File: src/design/aefs_ram.sv
`timescale 1ns / 1ps
module aefs_ram #(
  parameter int Width = 64,
  parameter int Depth = 16
) (
  input  logic                     clk,
  input  logic                     we,
  input  logic [$clog2(Depth)-1:0] waddr,
  input  logic [Width-1:0]         wdata,
  input  logic [$clog2(Depth)-1:0] raddr,
  output logic [Width-1:0]         rdata
);
  logic [Width-1:0] mem [Depth];

  always_ff @(posedge clk) begin
    if (we) mem[waddr] <= wdata;
    rdata <= mem[raddr];
  end
endmodule

File: config.mk
export PLATFORM = sky130hd
export DESIGN_NAME = aefs_ram
export DESIGN_NICKNAME = d
export VERILOG_FILES = /design/src/design/aefs_ram.sv
export SDC_FILE = /design/constraint.sdc
export NUM_CORES = 1
export LEC_CHECK = 0
export BUFFER_PORTS_ARGS = -buffer_cell sky130_fd_sc_hd__buf_2
export CAP_MARGIN = 25
export CORE_ASPECT_RATIO = 0.8
export CORE_UTILIZATION = 60
export DETAILED_ROUTE_END_ITERATION = 16
export PLACE_DENSITY_LB_ADDON = 0.2
export SLEW_MARGIN = 20
export SYNTH_ARGS = -nofsm -noshare
export SYNTH_HDL_FRONTEND = slang
export SYNTH_SLANG_ARGS = --single-unit
File: constraint.sdc
create_clock -name clk -period 18.9 [get_ports clk]
set_clock_uncertainty 0.05 [all_clocks]
set_input_delay 3.78 -clock clk [delete_from_list [all_inputs] [get_ports clk]]
set_output_delay 3.78 -clock clk [all_outputs]
set_load 0.05 [all_outputs]
==> results.ini <==
[status]
status=complete, no violations

[synth]
synthCells=1647
synth_area_sq_um=39580
ys_top_cells_by_area=edfxtp_1 78%, mux4_2 15%, dfxtp_1 3.2%
synth_cell_type_count=18
ys_seq_area_share_pct=80.92
syn_nets=1721
yosysTopAreaCellShare_pct=77.69
synth.largest_area_cell=edfxtp_1
avgSynthCellArea_sq_um=24.03
synth_warnings=0
synth-seq-cells=1088

[timing]
tns_ps=0
rsz0062_at_grt=no
period_minus_slack_ps=6001
final-hold-violation-count=0
holdWs_ps=615.2
finalCritPeriodShare_pct=31.75
fmax_ghz=0.1666
slew_viol_final=0
worst_pin_slew_ps=1154
setup_viol=0
relSlewSlack_pct=23.10

[power]
internal-power_mw=3.917
total_power_mw=4.964
power.density_nw_per_um2=110.8
pwr-share-comb_pct=5.6
p_leak_nw=14.43
swShare_pct=21.09
switchingPower_mw=1.047
ir_drop_mv=0.08869
seq_power_share_pct=54.7
pwr-share-clk_pct=39.6

[place]
dp_hpwl_microns=40540
dp.cells=2592
port_buffers=137
place_congestion=0.7176
dpl-instance-area_sq_um=41580

[setup_path]
crit_path_cell_trace=buf_8, buf_4, mux4_2, a22oi_1, nand2_1
startpoint=raddr[1]
r2r_start=mem[11][29]$_DFFE_PP_
cp-start-kind=input pin
r2r-end=rdata[29]$_DFF_P_
setup.worst_path.end_class=register
arrival_ps=6470
cp.required_ps=19370
ff2ff_path_depth=3
r2r_slack_ps=17500
path_max_fanout=127
cp_slowest_stage_delay_ps=930
cp_slowest_cell=buf_4
crit_type=input pin to register
crit_end=rdata[34]$_DFF_P_

[global_route]
grt_max_degree=128
grt_overflow=0
grt_pass1_wl_microns=120500
grt_pass1_vias=18653
antenna_found_initial=8
grt_use_total_pct=25.09

[cells_and_area]
seqCellArea_sq_um=32030
area_delta_synth_final_pct=13.21
final_cells=2776
layout_commonest_cell=edfxtp_1
multi_input_area_sq_um=7234
mostFrequentLayoutCells=1024 x edfxtp_1, 256 x mux4_2, 135 x buf_2
nets=1916
nFillCells=3855
drive_above_1_share_pct=31.29
finalInstanceArea_sq_um=44810

[routing]
wire_per_inst_microns=29.15
routed_wl_microns=80930
vias_per_cell=6.393
drc=0
drt_iter0_drc=1765
vias=17748
final_antenna_net_count=0
drt-pass1-iter-count=5

[clock_network]
ctsLongestPathBuffers=3
clock-sinks=1088
clockRootBuffer=clkbuf_16
cts_resized=0
cts_max_level=3
path_clk_slew_ps=60
cts_hold_buf=0
cts_tree=built
post_cts.repair.setup_buffers=0
clock_latency_ps=650
cts-buffers-inserted=97

[floorplan]
std_cell_rows=83
ios=138
fp.dieH_microns=231.7
initial_core_util_pct=61.18
core_sq_um=64700
dieArea_sq_um=67010
die_w_microns=289.2

[run]
max-cap-violations=0

[worst_hold_path]
hold_class=register to register

-- worst min path at each step --
stage	end	slack [ps]	cells after the start	startpoint
finish	rdata[40]$_DFF_P_	620	3	mem[12][40]$_DFFE_PP_
global route	rdata[13]$_DFF_P_	650	3	mem[6][13]$_DFFE_PP_
CTS	rdata[40]$_DFF_P_	620	3	mem[14][40]$_DFFE_PP_
detailed placement	rdata[24]$_DFF_P_	600	3	mem[14][24]$_DFFE_PP_
global placement	rdata[37]$_DFF_P_	600	3	mem[15][37]$_DFFE_PP_
floorplan	rdata[0]$_DFF_P_	580	3	mem[14][0]$_DFFE_PP_
-- stage by stage --
| step | util [%] | setup slack [ps] |
|---|---|---|
| floorplan | - | 9641 |
| global placement | 63.78 | 12240 |
| detailed placement | 64.27 | 12230 |
| CTS | 69.22 | 12930 |
| global route | 69.25 | 12860 |
| finish | 69.26 | 12900 |
-- cell usage after synthesis (all sizes together) --
library cell and n:
edfxtp 1024, mux4 256, a22oi 128, nand2 65, dfxtp 64, buf 48
clkbuf 36, nor2 13, nor3 4, nand2b 2, nand3b 2, nor2b 2
and2 1, nand3 1, or3b 1
-- cell type report --
| cell class | count | area share [%] |
|---|---|---|
| timing repair buffer | 180 | 2.848 |
| multi-input combinational | 475 | 16.14 |
| sequential | 1088 | 71.48 |
| clock buffer | 131 | 5.997 |
| antenna | 2 | 0.01117 |
| tap | 850 | 2.373 |
| clock inverter | 50 | 1.148 |
-- layer usage --
| layer | routed length (microns) | GRT usage (%) | vias up |
|---|---|---|---|
| met5 | 76 | 0 | - |
| met4 | 1698 | 6.086 | 12 |
| met3 | 5883 | 4.902 | 134 |
| li1 | - | - | 7450 |
| met2 | 40260 | 40.24 | 660 |
| met1 | 33020 | 36.25 | 9492 |
-- power by group through the flow --
stage	clock network, mW	registers (mW)	logic (mW)
5_1_grt	2.09	2.72	0.298
6_report	1.97	2.72	0.280
4_1_cts	2.00	2.72	0.284
3_5_place_dp	0	2.77	0.283
2_1_floorplan	0	2.82	0.128
3_3_place_gp	0	2.77	0.274
-- registers in the layout (all words and copies together) (netlist names) --
name   flops
rdata     64
mem     1024
-- worst max-delay path, delay by kind of cell --
family,cells,cell delay [ps]
muxes,1,430
and+or+nand+nor,1,110
buffers and inverters,2,1700
AOI/OAI and AO/OA,1,260
-- kinds of logic after synthesis --
| group | share of synthesized area, % |
|---|---|
| AOI/OAI and AO/OA | 2.428 |
| and+or+nand+nor | 0.9420 |
| buffers and inverters | 1.141 |
| muxes | 14.57 |
| DFF | 80.92 |
No activity file was read; power rests on OpenSTA's default activity.
