## src/design/aefs_pkg.sv

```systemverilog
`timescale 1ns / 1ps
package aefs_pkg;
  localparam int HistBuckets = 16;
  localparam int AvgWindow = 120;
  localparam int ScalarWords = 13;
  localparam int WordCount = ScalarWords + 2 * HistBuckets;
  localparam int BucketW = $clog2(HistBuckets);
  localparam int WinW = $clog2(AvgWindow + 1);
  localparam int WinAw = $clog2(AvgWindow);

  typedef enum logic [1:0] {
    KIND_ALLOC = 2'd0,
    KIND_FREE  = 2'd1,
    KIND_BEGIN = 2'd2,
    KIND_END   = 2'd3
  } kind_t;

  localparam logic [5:0] W_AVG_CALLS = 6'd8;
  localparam logic [5:0] W_AVG_BYTES = 6'd9;
  localparam logic [5:0] W_PEAK_CALLS = 6'd10;
  localparam logic [5:0] W_PEAK_BYTES = 6'd11;
  localparam logic [5:0] W_VIOL = 6'd12;

  // Smallest bucket whose limit 16 << b covers the size, capped at the top bucket.
  function automatic logic [BucketW-1:0] size_bucket(input logic [31:0] size);
    logic [BucketW-1:0] b;
    b = BucketW'(HistBuckets - 1);
    for (int i = HistBuckets - 2; i >= 0; i--) begin
      if ({32'd0, size} <= (64'd16 << i)) b = BucketW'(i);
    end
    return b;
  endfunction
endpackage

```

## src/design/aefs_div.sv

```systemverilog
`timescale 1ns / 1ps
module aefs_div
  import aefs_pkg::*;
(
  input  logic            clk,
  input  logic            rst_n,
  input  logic            start,
  input  logic [63:0]     dividend,
  input  logic [WinW-1:0] divisor,
  output logic            done,
  output logic [63:0]     quotient
);
  logic [63:0]     q_r, q_nxt, q_step;
  logic [WinW-1:0] rem_r, rem_nxt, rem_step;
  logic [6:0]      cnt_r, cnt_nxt;
  logic            busy_r, busy_nxt;
  logic [WinW:0]   trial;
  logic            fits;

  // Restoring division, one quotient bit a cycle. The remainder stays below the divisor,
  // so it never needs more than WinW bits.
  always_comb begin
    trial = {rem_r, q_r[63]};
    fits = trial >= {1'b0, divisor};
    rem_step = fits ? WinW'(trial - {1'b0, divisor}) : trial[WinW-1:0];
    q_step = {q_r[62:0], fits};
    q_nxt = q_r;
    rem_nxt = rem_r;
    cnt_nxt = cnt_r;
    busy_nxt = busy_r;
    if (start) begin
      q_nxt = dividend;
      rem_nxt = '0;
      cnt_nxt = 7'd64;
      busy_nxt = 1'b1;
    end else if (busy_r) begin
      q_nxt = q_step;
      rem_nxt = rem_step;
      cnt_nxt = cnt_r - 7'd1;
      if (cnt_r == 7'd1) busy_nxt = 1'b0;
    end
  end

  // The final quotient bit is formed in the last busy cycle; a new start may share that cycle.
  assign done = busy_r && (cnt_r == 7'd1);
  assign quotient = q_step;

  always_ff @(posedge clk) begin
    if (!rst_n) begin
      busy_r <= 1'b0;
      cnt_r <= '0;
    end else begin
      busy_r <= busy_nxt;
      cnt_r <= cnt_nxt;
    end
    q_r <= q_nxt;
    rem_r <= rem_nxt;
  end
endmodule

```

## config.mk

```make
export PLATFORM = sky130hd
export DESIGN_NAME = aefs_div
export DESIGN_NICKNAME = d
export VERILOG_FILES = /design/src/design/aefs_pkg.sv /design/src/design/aefs_div.sv
export SDC_FILE = /design/constraint.sdc
export NUM_CORES = 1
export LEC_CHECK = 0
export ABC_AREA = 1
export BUFFER_PORTS_ARGS = -buffer_cell sky130_fd_sc_hd__buf_2
export CAP_MARGIN = 30
export CORE_UTILIZATION = 40
export DETAILED_ROUTE_END_ITERATION = 16
export PLACE_DENSITY_LB_ADDON = 0.05
export SYNTH_ARGS = -nofsm -noshare
export SYNTH_HDL_FRONTEND = slang
export SYNTH_SLANG_ARGS = --single-unit
```

## constraint.sdc

```tcl
create_clock -name clk -period 3.1 [get_ports clk]
set_input_delay 0.62 -clock clk [delete_from_list [all_inputs] [get_ports clk]]
set_output_delay 0.62 -clock clk [all_outputs]
set_load 0.1 [all_outputs]
```

==> out/metrics.csv <==
metric,value,unit
status,completed,
"antenna viol nets, final",0,
Initial Util,41.3,%
reg2reg start,q_r[63],
period utilization,85.7,%
dpl ws,0.440,ns
HP Start,rem_r[6],
Chip Width,105,microns
CTS tree,yes,
gate count of the mapped netlist,506,
grt ovf,0,
crit path from,divisor[0],
busiest grt layer,met2,
Skew-Pair Late Insertion Delay,0.34,ns
vias,3221,
met3 Resource Use GR,3.90,%
Worst-path clk slew,0.08,ns
final slew viol count,0,
Vert. Die Dim,105,microns
total setup buffers inserted after CTS,0,
H-tree lvl count,3,
Critical Path RT,2.48,ns
Synth area leaders,"edfxtp_1 45%, nand2_1 21%, buf_4 11%",
CP arrival,2.04,ns
top-area cell type share of the netlist area,44.9,%
unrepaired setup endpoints after global routing,false,
DRC,0,
area grow syn2layout,14.9,%
initial antenna violation count,0,
top_reg_cell synth,edfxtp_1,
minimum clock period,2.66,ns
# IOs,139,
clock skew,0.00981,ns
Final HPWL DP,6.35,mm
setup TNS,0,ns
Fmax,377,MHz
vias in the first global route,2995,
total power,3.27,mW
Async SR Flop Fraction,0,%
Leak,2.52,nW
leading area contributor after synthesis,edfxtp_1,
DRT Pass-1 Iters,4,
post-synthesis area per instance,8.46,sq um
Crit Path Category,primary input to output pin,
final core occ,47.5,%
Num CTS Buffers,9,
Total Routing Usage GR,16.4,%
final instance area,4920,sq um
routed wire length,8.91,mm
cts hold-fix bufs,0,
CP max FO,8,
Crit. End Element,output pin,
Yosys reg bits,79,
largest net degree at the start of global routing,59,
Pwr Density,665,nW/um^2
ratio of cells with drive above 1 in the final layout,27.8,%
Filler cells,1040,
GRT met2 Usage,26.9,%
"EDFF count, synth",64,
actual slew at the worst max-slew pin,0.568,ns
Worst Hold Class,flip-flop to flip-flop,
vias per inst,4.46,
area post-placement,4680,sq um
final hold violations,0,
GRT met1 Usage,21.6,%
Syn Nets,590,
DR iter-0 viols,141,
Cell Rows,37,
post-synthesis sequential area ratio,51.9,%
Die Area,11100,sq um
root buffer cell,clkbuf_8,
Relative slew margins,62.0,%
port bufs,138,
layout net count,665,
Final setup viols,0,
ant diodes,0,
first-pass GRT wire length,14.4,mm
Synth cell types,26,
Max-cap violations,0,
Routed WL per cell,12.3,microns
Post-CTS Resized,0,
Ys Warns,0,
Mapped Area,4280,sq um
crit start category,primary input,
core area,10400,sq um
Final WS setup,0.445,ns
peak supply drop,0.253,mV
clk buf depth,2,
Clock Sinks,79,
global placer's final weighted congestion,0.781,
==> where the power goes <==
group | internal, mW | leakage [nW] | switching (mW)
sequential | 1.27 | 0.779 | 0.0510
clock | 0.537 | 0.114 | 0.373
combinational | 0.180 | 1.63 | 0.859
total | 1.99 | 2.52 | 1.28
==> path summary, 6_finish.rpt <==
path                 endpoint  slack (ns)  cells past startpoint
setup / recovery  quotient[0]        0.44                      9
hold / removal       rem_r[6]        0.48                      2
setup reg to reg     rem_r[5]        1.21                     12
hold reg to reg      rem_r[6]        0.48                      2
==> critical path, cell delays in order <==
cell	delay [ns]
buf_2	0.10
ha_1	0.22
fa_1	0.41
inv_1	0.09
nand2_1	0.05
nand2_1	0.08
nand3_1	0.12
nand3_4	0.15
buf_12	0.19
==> cells by family after synthesis <==
| group | Yosys count | share of synthesized area [%] |
|---|---|---|
| and+or+nand+nor | 294 | 27.5 |
| buffers and inverters | 111 | 15.4 |
| DFF | 79 | 51.9 |
| adders and majority gates | 10 | 3.10 |
| AOI/OAI and AO/OA | 9 | 1.49 |
| xor gates and xnor gates | 3 | 0.614 |
==> layout make-up <==
cell class | count | area, sq um | share of cell area, %
clock buffers | 11 | 131 | 2.67
clock inverters | 5 | 106 | 2.16
inverters | 33 | 124 | 2.52
multi-input cells | 316 | 1410 | 28.6
flip-flops and latches | 79 | 2220 | 45.1
well taps | 136 | 170 | 3.46
repair buffers | 142 | 761 | 15.5
==> placed cells by master, fill, tap and decap left out, types with 3 or more instances in the layout <==
cell type / netlist / routed
xor2_1: 3 / 3
bufinv_16: 0 / 3
a21oi_1: 4 / 4
buf_2: 2 / 137
edfxtp_1: 64 / 64
clkbuf_8: 0 / 9
nand3_1: 16 / 16
ha_1: 9 / 9
nor3_1: 3 / 3
dfxtp_1: 15 / 15
buf_12: 0 / 3
inv_1: 33 / 31
nand2_1: 241 / 241
nor2_1: 22 / 22
nand3b_1: 5 / 5
==> layer usage <==
metal,up-vias,part of all wire (%)
met2,85,47
met3,7,5.5
met5,-,0
met1,1449,47
li1,1680,-
met4,0,0.89
==> per-stage QoR <==
| stage | hold WS, ns | cells |
|---|---|---|
| 2_1_floorplan | 0.443 | 506 |
| 3_3_place_gp | 0.467 | 705 |
| 3_5_place_dp | 0.470 | 706 |
| 4_1_cts | 0.486 | 722 |
| 5_1_grt | 0.516 | 722 |
| 6_report | 0.479 | 722 |
==> cells in the mapped netlist (2+ instances only) <==
cell and n:
clkbuf_1 2, ha_1 9, dfxtp_1 15, inv_1 33, nand3_1 16, nor2_1 22, edfxtp_1 64, nor4_1 2
nand2_1 241, xor2_1 3, a21oi_1 4, nand4_1 2, nor3_1 3, nand3b_1 5, buf_2 2, buf_1 10
buf_4 64
==> registers in the layout, indices dropped and copies added, names as in the netlist <==
register  flops
cnt_r         7
q_r          64
busy_r        1
rem_r         7
Power figures use the tool's default switching activity.
